**src/hdl/sorted_list_table_macros.svh**
```systemverilog
// Assertion helpers for the sorted list table.
`ifndef SORTED_LIST_TABLE_MACROS_SVH
`define SORTED_LIST_TABLE_MACROS_SVH

// Same-cycle implication, clocked on clk, quiet during reset.
`define SLT_ASSERT_NOW(label, ante, cons) \
  label: assert property (@(posedge clk) disable iff (rst) (ante) |-> (cons)) \
    else $error("sorted list table check failed");

// Next-cycle implication, clocked on clk, quiet during reset.
`define SLT_ASSERT_NEXT(label, ante, cons) \
  label: assert property (@(posedge clk) disable iff (rst) (ante) |=> (cons)) \
    else $error("sorted list table check failed");

`endif

```
**src/hdl/slt_pkg.sv**
```systemverilog
package slt_pkg;

  localparam int CAPACITY = 64;
  localparam int VALUE_W  = 32;
  localparam int CNT_W    = $clog2(CAPACITY + 1);
  localparam int IDX_W    = $clog2(CAPACITY);

  localparam logic [2:0] F_INSERT    = 3'd0;
  localparam logic [2:0] F_REMOVE    = 3'd1;
  localparam logic [2:0] F_FIND      = 3'd2;
  localparam logic [2:0] F_REMOVE_AT = 3'd3;
  localparam logic [2:0] F_READ_AT   = 3'd4;
  localparam logic [2:0] F_CLEAR     = 3'd5;

  localparam logic [1:0] ST_OK   = 2'd0;
  localparam logic [1:0] ST_MISS = 2'd1;
  localparam logic [1:0] ST_FULL = 2'd2;

  // Broadcast from the controller to every cell.
  typedef struct packed {
    logic                      ins;      // insert this cycle
    logic                      del_val;  // remove by value this cycle
    logic                      del_pos;  // remove at position this cycle
    logic                      hit;      // value present (remove by value)
    logic [CNT_W-1:0]          count;    // entries held
    logic [CNT_W-1:0]          del_idx;  // 0-based index for remove at
    logic signed [VALUE_W-1:0] value;    // key under test
  } cmd_t;

endpackage

```
**src/hdl/slt_cell.sv**
```systemverilog
module slt_cell (
  input  logic                              clk,
  input  logic [slt_pkg::IDX_W-1:0]         idx,
  input  slt_pkg::cmd_t                     cmd,
  input  logic signed [slt_pkg::VALUE_W-1:0] left_entry,
  input  logic                              left_lt,
  input  logic signed [slt_pkg::VALUE_W-1:0] right_entry,
  output logic signed [slt_pkg::VALUE_W-1:0] entry,
  output logic                              lt,
  output logic                              eq
);

  logic valid;
  logic shift_in;
  logic shift_out;

  always_comb begin
    valid     = slt_pkg::CNT_W'(idx) < cmd.count;
    lt        = valid && (entry < cmd.value);
    eq        = valid && (entry == cmd.value);
    // on insert, every cell at or after the slot moves one place right
    shift_in  = cmd.ins && !lt;
    // on removal, every cell from the hole onwards pulls from the right
    shift_out = (cmd.del_val && cmd.hit && !lt) ||
                (cmd.del_pos && (slt_pkg::CNT_W'(idx) >= cmd.del_idx));
  end

  always_ff @(posedge clk) begin
    if (shift_in) begin
      entry <= left_lt ? cmd.value : left_entry;
    end else if (shift_out) begin
      entry <= right_entry;
    end
  end

endmodule

```
**config.mk**
```make
export PLATFORM = sky130hd
export DESIGN_NAME = slt_cell
export DESIGN_NICKNAME = d
export VERILOG_FILES = /design/src/hdl/sorted_list_table_macros.svh /design/src/hdl/slt_pkg.sv /design/src/hdl/slt_cell.sv
export SDC_FILE = /design/constraint.sdc
export NUM_CORES = 1
export LEC_CHECK = 0
export BUFFER_PORTS_ARGS = -buffer_cell sky130_fd_sc_hd__clkbuf_2
export CAP_MARGIN = 10
export CELL_PAD_IN_SITES_DETAIL_PLACEMENT = 1
export CELL_PAD_IN_SITES_GLOBAL_PLACEMENT = 2
export CORE_MARGIN = 10
export CORE_UTILIZATION = 26
export CTS_CLUSTER_DIAMETER = 60
export DETAILED_ROUTE_END_ITERATION = 6
export HOLD_SLACK_MARGIN = 0.12
export PLACE_DENSITY = 0.82
export SLEW_MARGIN = 20
export SYNTH_ARGS = -nofsm -noshare
export SYNTH_HDL_FRONTEND = slang
export SYNTH_SLANG_ARGS = --single-unit
```
**constraint.sdc**
```tcl
create_clock -name clk -period 5.57 [get_ports clk]
set_input_delay 0.2785 -clock clk [delete_from_list [all_inputs] [get_ports clk]]
set_output_delay 0.2785 -clock clk [all_outputs]
set_load 0.02 [all_outputs]
```
==> results by group, run 1 <==
CTS
  – Hold Buf Count CTS: 0
  – Postcts setup bufs: 0
  – Post-cts resize count: 0
  – CTS tree: built
  – # clock sinks: 32
  – H-tree levels: 2
  – Clock transition at path regs: 0.05 ns
  – Maximum buffer depth of the clock tree: 2
  – Clock buffer count from CTS: 5
  – Root Buffer: clkbuf_16
  – Clock latency on the worst-skew pair: roughly 0.28 ns

STA
  – Setup TNS: 0 ns
  – Final worst-path cycle share: 0.611
  – Final Skew: just under 0.004 ns
  – Slew Limit Fails: 0
  – Max frequency: around 0.3 GHz
  – Actual slew at the worst max-slew pin: between 0.9 and 1 ns
  – RSZ-0062 raised after global routing: no
  – Final min period: between 3 and 4 ns
  – Hold_ws: about 0.29 ns
  – Hold Violations, Final: 0
  – Endpoints failing setup: 0
  – Slew HR: 0.380

Layout
  – Max FFs per register: 32
  – Layout cells sized above 1: 0.531
  – Top flop regs: entry x32
  – N_diodes: 0
  – FF+latch area: between 900 and 1000 um2
  – Reg with most FFs: entry
  – Multi-input logic area: 1780 um2
  – Area growth syn-to-layout: 36.6%
  – Final nets: 595
  – Fill cells: about 1300
  – Final Non-Filler Cells: approximately 570

Synthesis
  – Synth area leaders: edfxtp_1 (33%), mux2_2 (23%), ha_1 (18%), inv_1 (5.6%), a21oi_1 (2.5%)
  – Cells after Synth: around 270
  – Cell variety after synth: 36
  – Post-Syn Area: roughly 2900 um2
  – Top FF cell, synth: edfxtp_1
  – Register bit total from synthesis: 32
  – Most instantiated cells after synthesis: mux2_2 (61), inv_1 (44), ha_1 (43)
  – Async SR Flop Fraction: 0
  – Mapped Nets: 438
  – Biggest area consumer among synthesized cells: edfxtp_1
  – Syn Area/Cell: about 11 um2
  – Most numerous cell in the Yosys netlist: mux2_2
  – Seq/Total Area, Yosys: 0.326
  – Yosys warns: 0
  – EDFF count, synth: 32
  – Synth top area share: 0.326

Job
  – MaxCap Viol Count: 0

Status
  – Status: complete, no violations

Power
  – Psw: around 0.00052 W
  – Share of power burned in registers: 0.316
  – Lkg Pwr: between 2 and 2.5 nW
  – Comb power frac: 0.488
  – VDD IR-drop max: 0.000128 V
  – Internal power: between 0.0008 and 0.0009 W
  – P per Cell Area: between 300 and 400 nW/um2
  – Clock network power share: 0.196
  – Sw frac: 0.388

Setup path
  – CP startpoint kind: flop
  – WP data required: around 5.6 ns
  – Top Family by Delay on Critical Path: compound AO/OA/AOI/OAI gates
  – Worst setup EP type: flop
  – Crit path buf inv count: 1
  – Peak per-stage delay on the critical path: approximately 0.56 ns
  – Slowest CP cell: o2111ai_4
  – WS Path Type: reg2reg
  – Worst endpoint data arrival time: between 3 and 4 ns
  – CP max FO: 19
  – CP Cell Sequence: ha_1 -> nand4_2 -> nor4_2 -> nand4_1 -> a41o_1 -> o2111ai_4 -> buf_16 -> mux2_2

Route
  – Final ANT Viol Nets: 0
  – DRT Pass-1 Iters: 4
  – Drt drc: 0
  – DRT iter0 DRCs: 80
  – Total number of vias: 2631
  – Vias per cell: 4.61
  – DR WL/cell: about 17 um
  – Final wirelength: between 9 and 10 mm

Global route
  – Initial antenna violation count: 0
  – Vias in the first global route: around 3100
  – Largest net degree at the start of global routing: 33
  – Global Route Usage Sum: 0.118
  – GRT overflow: 0
  – First-pass GRT wire length: approximately 15 mm

Die
  – Starting density of the core: 0.269
  – Std-Cell Rows: 38
  – DIE AREA: between 15000 and 20000 um2
  – Io pins: about 160
  – CORE AREA: 11000 um2
  – Die height: between 100 and 150 um
  – Chip Width: ~130 um

Hold path
  – Min-Delay Path Class: in2reg

Placed design
  – Final Wtd Congestion: 0.748
  – Dpl cells: ~560
  – Dpl hpwl: roughly 8.5 mm
  – IO buf count: between 150 and 200
-- cell families (layout without fill, tap and decap cells) --
| family | count (synthesis) | in the layout | share of synthesized area |
|---|---|---|---|
| adders and majority gates | 43 | 43 | 0.182 |
| DFF | 32 | 32 | 0.326 |
| muxes | 64 | 64 | 0.244 |
| and+or+nand+nor | 45 | 45 | 0.0857 |
| buffers and inverters | 51 | 209 | 0.0725 |
| AOI/OAI and AO/OA | 38 | 38 | 0.0891 |
-- routing by layer --
metal | share of wire | vias up | GRT usage
li1 | - | 1317 | -
met1 | 0.38 | 1229 | 0.120
met2 | 0.53 | 77 | 0.217
met3 | 0.075 | 8 | 0.0437
met4 | 0.018 | 0 | 0.0368
met5 | 0 | - | 0
-- path summary, 6_finish.rpt --
check	depth (start not counted)	start	end	slack, ns
setup / recovery	8	entry[31]	entry[16]	2.16
hold / removal	2	right_entry[25]	entry[25]	0.29
setup reg to reg	8	entry[31]	entry[16]	2.16
hold reg to reg	5	entry[31]	entry[29]	1.38
-- cells in the final DEF, fill, tap and decap left out, types with 2 or more instances in the layout --
cell and n:
nand2_1 12, mux2_1 3, clkbuf_1 2, mux2_2 61
nor4_1 3, o21ai_0 7, a21o_1 4, a211oi_1 2
nor3_1 2, inv_1 44, nor2_1 4, nand3_1 4
edfxtp_1 32, clkbuf_2 155, a21oi_1 15, nand2b_1 4
ha_1 43, nand4_1 6, nor2b_1 2, clkbuf_16 5
-- worst reg2reg max path, stage by stage, from the launching register on --
cell	delay (ns)
edfxtp_1	0.39
ha_1	0.45
nand4_2	0.19
nor4_2	0.37
nand4_1	0.26
a41o_1	0.32
o2111ai_4	0.56
buf_16	0.25
mux2_2	0.36
-- power by group through the flow --
stage	clock, W	sequential (W)	combinational (W)
after global routing	0.000282	0.000437	0.000732
after floorplan	0	0.000525	0.000337
after global placement	0	0.000427	0.000643
final	0.000265	0.000427	0.000658
after CTS	0.000276	0.000428	0.000678
after detailed placement	0	0.000433	0.000675
-- stage by stage --
stage | total power, W | worst slack, ns | cell area (um2) | util
3_3_place_gp | 0.00107 | 1.94 | 3860 | 0.352
5_1_grt | 0.00145 | 1.92 | 4030 | 0.367
2_1_floorplan | 0.000862 | 1.09 | 2950 | -
6_report | 0.00135 | 2.16 | 4030 | 0.367
4_1_cts | 0.00138 | 2.09 | 4030 | 0.367
3_5_place_dp | 0.00111 | 2.09 | 3890 | 0.354
-- final cells by class --
type / instances / area share
Timing Repair Buffer: 157 / 0.201
Clock inverter: 1 / 0.000932
Inverter: 44 / 0.0410
Clock buffer: 7 / 0.0329
Tap cell: 140 / 0.0435
Sequential cell: 32 / 0.239
Multi-Input combinational cell: 190 / 0.442
Power figures use the tool's default switching activity.
==> run 2, diff against run 1 <==
--- a/config.mk
+++ b/config.mk
@@ -5,16 +5,17 @@
 export SDC_FILE = /design/constraint.sdc
 export NUM_CORES = 1
 export LEC_CHECK = 0
+export ABC_AREA = 1
 export BUFFER_PORTS_ARGS = -buffer_cell sky130_fd_sc_hd__clkbuf_2
 export CAP_MARGIN = 10
 export CELL_PAD_IN_SITES_DETAIL_PLACEMENT = 1
 export CELL_PAD_IN_SITES_GLOBAL_PLACEMENT = 2
 export CORE_MARGIN = 10
-export CORE_UTILIZATION = 26
+export CORE_UTILIZATION = 21
 export CTS_CLUSTER_DIAMETER = 60
 export DETAILED_ROUTE_END_ITERATION = 6
 export HOLD_SLACK_MARGIN = 0.12
-export PLACE_DENSITY = 0.82
+export PLACE_DENSITY = 0.79
 export SLEW_MARGIN = 20
 export SYNTH_ARGS = -nofsm -noshare
 export SYNTH_HDL_FRONTEND = slang
==> constraint.sdc (replaced) <==
create_clock -name clk -period 3 [get_ports clk]
set_input_delay 0.15 -clock clk [delete_from_list [all_inputs] [get_ports clk]]
set_output_delay 0.15 -clock clk [all_outputs]
set_load 0.02 [all_outputs]
==> run 2 against run 1 <==
Wire length is 14% higher. Highest routed layer unchanged. Cell area is 0.40% higher. Critical path type unchanged. Combinational power is 78% higher. Clock-buffer cell count is 1 lower. Clock power is 79% higher. Via count is 21% higher.
==> results by group, run 2 <==
Setup path
  – Slowest CP cell: edfxtp_1 (was o2111ai_4)
  – Worst endpoint data arrival time: 2.54 ns (was 3.43 ns)
  – Critical path depth: 10 (was 8)
  – Reg2reg setup slack: 0.42 ns (was 2.16 ns)
  – CP max FO: 22 (was 19)
  – CP Capture Point: entry[20] (was entry[16])
  – Critical R2R Launch: entry[31] (unchanged)
  – WP data required: 2.96 ns (was 5.59 ns)
  – Top Family by Delay on Critical Path: compound AO/OA/AOI/OAI gates (unchanged)
  – Crit path launch: entry[31] (unchanged)
  – Peak per-stage delay on the critical path: 0.39 ns (was 0.56 ns)
  – CP Cell Sequence: ha_1 -> a21oi_1 -> o21a_1 -> nand2_1 -> a21oi_1 -> nand3_1 -> nand3_4 -> o21ai_0 -> nand2_2 -> buf_4 (was ha_1 -> nand4_2 -> nor4_2 -> nand4_1 -> a41o_1 -> o2111ai_4 -> buf_16 -> mux2_2)
  – Worst setup EP type: flop (unchanged)
  – R2R depth: 10 (was 8)
  – Crit path buf inv count: 1 (unchanged)
  – Worst reg2reg path endpoint: entry[20] (was entry[16])
  – WS Path Type: reg2reg (unchanged)
  – CP startpoint kind: flop (unchanged)
  – CP most frequent cell: a21oi_1

Synthesis
  – Async SR Flop Fraction: 0 (unchanged)
  – Cells after Synth: 409 (was 273)
  – EDFF count, synth: 32 (unchanged)
  – Synth area leaders: edfxtp_1 (32%), ha_1 (18%), nand2_1 (14%), a21oi_1 (8.1%), inv_1 (8.0%) (was edfxtp_1 (33%), mux2_2 (23%), ha_1 (18%), inv_1 (5.6%), a21oi_1 (2.5%))
  – Most instantiated cells after synthesis: nand2_1 (107), inv_1 (63), a21oi_1 (48) (was mux2_2 (61), inv_1 (44), ha_1 (43))
  – Mapped Nets: 574 (was 438)
  – Synth top area share: 0.325 (was 0.326)
  – Post-Syn Area: 2960 um2 (was 2950 um2)
  – Yosys warns: 0 (unchanged)
  – Seq/Total Area, Yosys: 0.325 (was 0.326)
  – Syn Area/Cell: 7.23 um2 (was 10.8 um2)
  – Cell variety after synth: 22 (was 36)
  – Most numerous cell in the Yosys netlist: nand2_1 (was mux2_2)
  – Top FF cell, synth: edfxtp_1 (unchanged)
  – Register bit total from synthesis: 32 (unchanged)
  – Biggest area consumer among synthesized cells: edfxtp_1 (unchanged)

Route
  – Final ANT Viol Nets: 0 (unchanged)
  – Routed length on met3: 850 um (was 733 um)
  – WL met1: 4.69 mm (was 3.74 mm)
  – Vias per cell: 4.30 (was 4.61)
  – Drt drc: 0 (unchanged)
  – DRT Pass-1 Iters: 4 (unchanged)
  – Total number of vias: 3179 (was 2631)
  – Top Layer Used: met4 (unchanged)
  – DR WL/cell: 15.1 um (was 17.2 um)
  – DRT iter0 DRCs: 85 (was 80)
  – Met2 WL: 5.48 mm (was 5.16 mm)
  – Final wirelength: 11.2 mm (was 9.81 mm)

Power
  – Comb power frac: 0.485 (was 0.488)
  – Clock network power share: 0.196 (about the same)
  – Share of power burned in registers: 0.319 (was 0.316)
  – P per Cell Area: 597 nW/um2 (was 335 nW/um2)
  – Sw frac: 0.421 (was 0.388)
  – VDD IR-drop max: 0.000208 V (was 0.000128 V)
  – Psw: 0.00102 W (was 0.000524 W)
  – Internal power: 0.00140 W (was 0.000825 W)
  – Total power: 0.00242 W (was 0.00135 W)
  – Lkg Pwr: 2.31 nW (was 2.02 nW)

Global route
  – First-pass GRT wire length: 18.0 mm (was 15.4 mm)
  – Initial antenna violation count: 0 (unchanged)
  – Global Route Usage Sum: 0.112 (was 0.118)
  – Vias in the first global route: 3592 (was 3069)
  – GRT overflow: 0 (unchanged)
  – Largest net degree at the start of global routing: 41 (was 33)

Layout
  – Reg with most FFs: entry (unchanged)
  – Final nets: 725 (was 595)
  – Final instance area: 4040 um2 (was 4030 um2)
  – Area growth syn-to-layout: 36.7% (was 36.6%)
  – Top flop regs: entry x32 (unchanged)
  – Final Util: 0.292 (was 0.367)
  – Max FFs per register: 32 (unchanged)
  – Most common cell after layout, fill and taps aside: clkbuf_2 (unchanged)
  – Fill cells: 1740 (was 1311)
  – N_diodes: 0 (unchanged)
  – Most frequent cells in the layout: clkbuf_2 (155), nand2_1 (106), inv_1 (63), a21oi_1 (48) (was clkbuf_2 (155), mux2_2 (61), inv_1 (44), ha_1 (43), edfxtp_1 (32))
  – Layout cells sized above 1: 0.307 (was 0.531)

STA
  – Actual slew at the worst max-slew pin: 0.821 ns (was 0.930 ns)
  – Final min period: 2.58 ns (was 3.41 ns)
  – Slew Limit Fails: 0 (unchanged)
  – Hold Violations, Final: 0 (unchanged)
  – Final worst-path cycle share: 0.860 (was 0.611)
  – Max frequency: 0.388 GHz (was 0.294 GHz)
  – Endpoints failing setup: 0 (unchanged)
  – Final Skew: 0.00424 ns (was 0.00395 ns)
  – Slew HR: 0.453 (was 0.380)
  – Setup TNS: 0 ns (unchanged)
  – RSZ-0062 raised after global routing: no (unchanged)
  – Final worst setup slack: 0.420 ns (was 2.16 ns)

CTS
  – Maximum buffer depth of the clock tree: 2 (unchanged)
  – # clock sinks: 32 (unchanged)
  – H-tree levels: 2 (unchanged)
  – Post-cts resize count: 0 (unchanged)
  – Postcts setup bufs: 0 (unchanged)
  – Clock transition at path regs: 0.05 ns (about the same)
  – CTS tree: built (unchanged)
  – Root Buffer: clkbuf_16 (unchanged)
  – Hold Buf Count CTS: 0 (unchanged)
  – Clock buffer count from CTS: 5 (unchanged)
  – Clock latency on the worst-skew pair: 0.27 ns (was 0.28 ns)

Placed design
  – IO buf count: 155 (unchanged)
  – Post-DP Area: 3910 um2 (was 3890 um2)
  – Dpl hpwl: 9.63 mm (was 8.45 mm)
  – Worst slack, placed: 0.334 ns (was 2.09 ns)
  – Final Wtd Congestion: 0.771 (was 0.748)

Status
  – Status: complete, no violations (unchanged)

Die
  – CORE AREA: 13800 um2 (was 11000 um2)
  – Std-Cell Rows: 43 (was 38)
  – Starting density of the core: 0.214 (was 0.269)
  – DIE AREA: 19200 um2 (was 16000 um2)
  – Io pins: 156 (unchanged)
  – Chip Width: 139 um (was 127 um)
  – Die height: 139 um (was 127 um)

Job
  – MaxCap Viol Count: 0 (unchanged)

Hold path
  – Min-Delay Startpoint: right_entry[6] (was right_entry[25])
  – Min-Delay Path Class: in2reg (unchanged)
## run 2: changes by cell type in the layout (fill, tap and decap cells not counted), moves of 3 or more
cell and delta:
mux2_1 -3, nand3_1 +33, a21oi_1 +33, buf_4 +5, nand2b_1 -4, nor2_1 +39, nand2_1 +94, inv_1 +19
nand4_1 -5, mux2_2 -60
## run 2: per-stage QoR
step           hold slack, ns  std cells
2_1_floorplan           0.329        409
3_5_place_dp            0.421        733
6_report                0.141        740
5_1_grt                 0.147        740
3_3_place_gp            0.423        733
4_1_cts                 0.137        740
## run 2: final cells by class
class	instances	area [um2]	area share
inverters	63	236	0.0585
flip-flops and latches	32	961	0.238
clock inverters	1	5.00	0.00124
clock buffers	6	129	0.0319
multi-input cells	297	1670	0.412
well taps	180	225	0.0557
repair buffers	161	821	0.203
## run 2: layer usage
layer,GRT usage,up-vias
met5,0,-
met3,0.0397,8
met1,0.125,1449
met2,0.200,93
met4,0.0247,0
li1,-,1629
## run 2: worst min-delay path by stage
stage	endpoint	slack [ns]	cells after the start
final	entry[6]	0.14	3
after global routing	entry[6]	0.15	3
after CTS	entry[6]	0.14	3
after detailed placement	entry[6]	0.42	3
after global placement	entry[0]	0.42	3
after floorplan	entry[0]	0.33	2
## run 2: kinds of logic after synthesis
group	count (synthesis)	synth area share
and+or+nand+nor	194	0.274
buffers and inverters	80	0.113
muxes	1	0.00381
AOI/OAI and AO/OA	59	0.103
adders and majority gates	43	0.182
DFF	32	0.325
## run 2: power by group through the flow
stage	combinational [W]	sequential (W)	clock, W
6_report	0.00117	0.000771	0.000474
5_1_grt	0.00134	0.000793	0.000508
4_1_cts	0.00121	0.000774	0.000492
3_5_place_dp	0.00121	0.000783	0
3_3_place_gp	0.00117	0.000771	0
2_1_floorplan	0.000612	0.000931	0
## run 2: tightest hold or removal path, cell delays in order
cell      delay [ns]
clkbuf_2        0.07
nand2_1         0.04
nand2_1         0.04
==> run 3, diff against run 2 <==
--- a/config.mk
+++ b/config.mk
@@ -15,8 +15,9 @@
 export CTS_CLUSTER_DIAMETER = 60
 export DETAILED_ROUTE_END_ITERATION = 6
 export HOLD_SLACK_MARGIN = 0.12
-export PLACE_DENSITY = 0.79
+export PLACE_DENSITY = 0.88
 export SLEW_MARGIN = 20
 export SYNTH_ARGS = -nofsm -noshare
 export SYNTH_HDL_FRONTEND = slang
 export SYNTH_SLANG_ARGS = --single-unit
+export TNS_END_PERCENT = 20
==> run 3 against run 2 <==
First-iteration DRC count down 11%. Critical endpoint is now entry[14]. Largest power group unchanged. Maximum frequency down 4.0%. Power rose by 4.3%. Worst hold slack worse by 0.0028 ns. Sequential power barely moved. Setup slack worse by 0.11 ns. Register-to-register slack got worse by 0.11 ns. Cell area rose by 0.99%. Highest routed layer unchanged. Die area did not move.
==> results by group, run 3 (synthesized netlist as in run 2, its figures left out) <==
Setup path
  – Worst setup EP type: flop (unchanged)
  – CP max FO: 32 (was 22)
  – CP most frequent cell: nand2_1 (was a21oi_1)
  – Peak per-stage delay on the critical path: 0.42 ns (was 0.39 ns)
  – Top Family by Delay on Critical Path: simple AND/OR/NAND/NOR gates (was compound AO/OA/AOI/OAI gates)
  – Critical R2R Launch: entry[31] (unchanged)
  – Worst endpoint data arrival time: 2.71 ns (was 2.54 ns)
  – WS Path Type: reg2reg (unchanged)
  – CP Cell Sequence: ha_1 -> a21oi_1 -> o21a_1 -> nand2_1 -> a21oi_1 -> nand3_1 -> nand3_4 -> buf_4 -> nand2_4 -> nand2_1 -> nand2_1 (was ha_1 -> a21oi_1 -> o21a_1 -> nand2_1 -> a21oi_1 -> nand3_1 -> nand3_4 -> o21ai_0 -> nand2_2 -> buf_4)
  – Worst reg2reg path endpoint: entry[14] (was entry[20])
  – R2R depth: 11 (was 10)
  – Reg2reg setup slack: 0.31 ns (was 0.42 ns)
  – Slowest CP cell: edfxtp_1 (unchanged)
  – Crit path buf inv count: 1 (unchanged)
  – WP data required: 3.03 ns (was 2.96 ns)
  – CP startpoint kind: flop (unchanged)

STA
  – Final Skew: 0.00242 ns (was 0.00424 ns)
  – RSZ-0062 raised after global routing: no (unchanged)
  – Final worst setup slack: 0.312 ns (was 0.420 ns)
  – Actual slew at the worst max-slew pin: 0.818 ns (was 0.821 ns)
  – Hold Violations, Final: 0 (unchanged)
  – Endpoints failing setup: 0 (unchanged)
  – Final worst-path cycle share: 0.896 (was 0.860)
  – Hold_ws: 0.138 ns (was 0.141 ns)
  – Slew Limit Fails: 0 (unchanged)
  – Final min period: 2.69 ns (was 2.58 ns)
  – Setup TNS: 0 ns (unchanged)
  – Slew HR: 0.455 (was 0.453)
  – Max frequency: 0.372 GHz (was 0.388 GHz)

Power
  – VDD IR-drop max: 0.000179 V (was 0.000208 V)
  – Sw frac: 0.405 (was 0.421)
  – Total power: 0.00252 W (was 0.00242 W)
  – Share of power burned in registers: 0.306 (was 0.319)
  – Lkg Pwr: 2.33 nW (was 2.31 nW)
  – Comb power frac: 0.463 (was 0.485)
  – Psw: 0.00102 W (about the same)
  – Clock network power share: 0.231 (was 0.196)
  – Internal power: 0.00150 W (was 0.00140 W)
  – P per Cell Area: 617 nW/um2 (was 597 nW/um2)

Die
  – CORE AREA: 13800 um2 (unchanged)
  – Chip Width: 139 um (unchanged)
  – Die height: 139 um (unchanged)
  – DIE AREA: 19200 um2 (unchanged)
  – Starting density of the core: 0.214 (unchanged)
  – Io pins: 156 (unchanged)
  – Std-Cell Rows: 43 (unchanged)

Layout
  – Layout cells sized above 1: 0.306 (was 0.307)
  – N_diodes: 0 (unchanged)
  – Most common cell after layout, fill and taps aside: clkbuf_2 (unchanged)
  – Fill cells: 1759 (was 1740)
  – Max FFs per register: 32 (unchanged)
  – Final nets: 723 (was 725)
  – Most frequent cells in the layout: clkbuf_2 (155), nand2_1 (106), inv_1 (63), a21oi_1 (48) (unchanged)
  – Area growth syn-to-layout: 38.1% (was 36.7%)
  – Reg with most FFs: entry (unchanged)
  – Top flop regs: entry x32 (unchanged)
  – Final Util: 0.295 (was 0.292)

CTS
  – Maximum buffer depth of the clock tree: 2 (unchanged)
  – CTS tree: built (unchanged)
  – Hold Buf Count CTS: 0 (unchanged)
  – Root Buffer: clkbuf_16 (unchanged)
  – Post-cts resize count: 0 (unchanged)
  – Clock buffer count from CTS: 5 (unchanged)
  – Postcts setup bufs: 0 (unchanged)
  – # clock sinks: 32 (unchanged)
  – Clock transition at path regs: 0.05 ns (about the same)
  – H-tree levels: 2 (unchanged)
  – Clock latency on the worst-skew pair: 0.27 ns (about the same)

Hold path
  – Sink of the worst hold path: entry[19] (was entry[6])
  – Min-Delay Startpoint: right_entry[19] (was right_entry[6])
  – Min-Delay Path Class: in2reg (unchanged)
  – Hold Path Stages: 3 (unchanged)

Route
  – Vias per cell: 4.30 (about the same)
  – DRT Pass-1 Iters: 4 (unchanged)
  – Drt drc: 0 (unchanged)
  – Total number of vias: 3178 (was 3179)
  – DRT iter0 DRCs: 76 (was 85)
  – Final ANT Viol Nets: 0 (unchanged)
  – DR WL/cell: 14.6 um (was 15.1 um)
  – Final wirelength: 10.8 mm (was 11.2 mm)

Status
  – Status: complete, no violations (unchanged)

Global route
  – Vias in the first global route: 3563 (was 3592)
  – Initial antenna violation count: 0 (unchanged)
  – GRT overflow: 0 (unchanged)
  – Global Route Usage Sum: 0.110 (was 0.112)
  – Largest net degree at the start of global routing: 43 (was 41)
  – First-pass GRT wire length: 17.6 mm (was 18.0 mm)

Placed design
  – Worst slack, placed: 0.260 ns (was 0.334 ns)
  – Final Wtd Congestion: 0.798 (was 0.771)
  – IO buf count: 155 (unchanged)
  – Dpl hpwl: 9.22 mm (was 9.63 mm)

Job
  – MaxCap Viol Count: 0 (unchanged)
[run 3: metrics by stage]
step	instances	instance area (um2)
after floorplan	409	2960
after global placement	731	3920
after detailed placement	731	3920
after CTS	739	4080
after global routing	739	4080
final	739	4080
[run 3: per-layer routing]
layer | GRT usage | part of all wire
met4 | 0.0209 | 0.0086
met3 | 0.0305 | 0.055
met2 | 0.197 | 0.49
met1 | 0.128 | 0.44
met5 | 0 | 0
[run 3: tightest hold or removal path: stages]
cell and delay, ns:
clkbuf_2 0.07, nand2_1 0.04, nand2_1 0.04
[run 3: cell type report]
type	count	area [um2]	share of cell area
clock buffer	6	129	0.0316
tap	180	225	0.0551
timing repair buffer	159	831	0.203
sequential	32	961	0.235
clock inverter	2	35.0	0.00858
inverter	63	236	0.0579
multi-input combinational	297	1670	0.408
[run 3: worst max-delay path by stage]
stage,startpoint,slack (ns),to,cells after the start
global route,entry[13],0.03,entry[2],12
CTS,entry[13],0.24,entry[17],12
detailed placement,entry[13],0.26,entry[5],12
floorplan,entry[31],0.26,entry[0],9
finish,entry[31],0.31,entry[14],11
global placement,entry[13],0.34,entry[17],12
[run 3: power by group through the flow]
| stage | sequential (W) | clock (W) | combinational (W) |
|---|---|---|---|
| 2_1_floorplan | 0.000931 | 0 | 0.000612 |
| 3_3_place_gp | 0.000773 | 0 | 0.00117 |
| 3_5_place_dp | 0.000783 | 0 | 0.00120 |
| 4_1_cts | 0.000774 | 0.000603 | 0.00121 |
| 5_1_grt | 0.000790 | 0.000618 | 0.00133 |
| 6_report | 0.000770 | 0.000582 | 0.00117 |
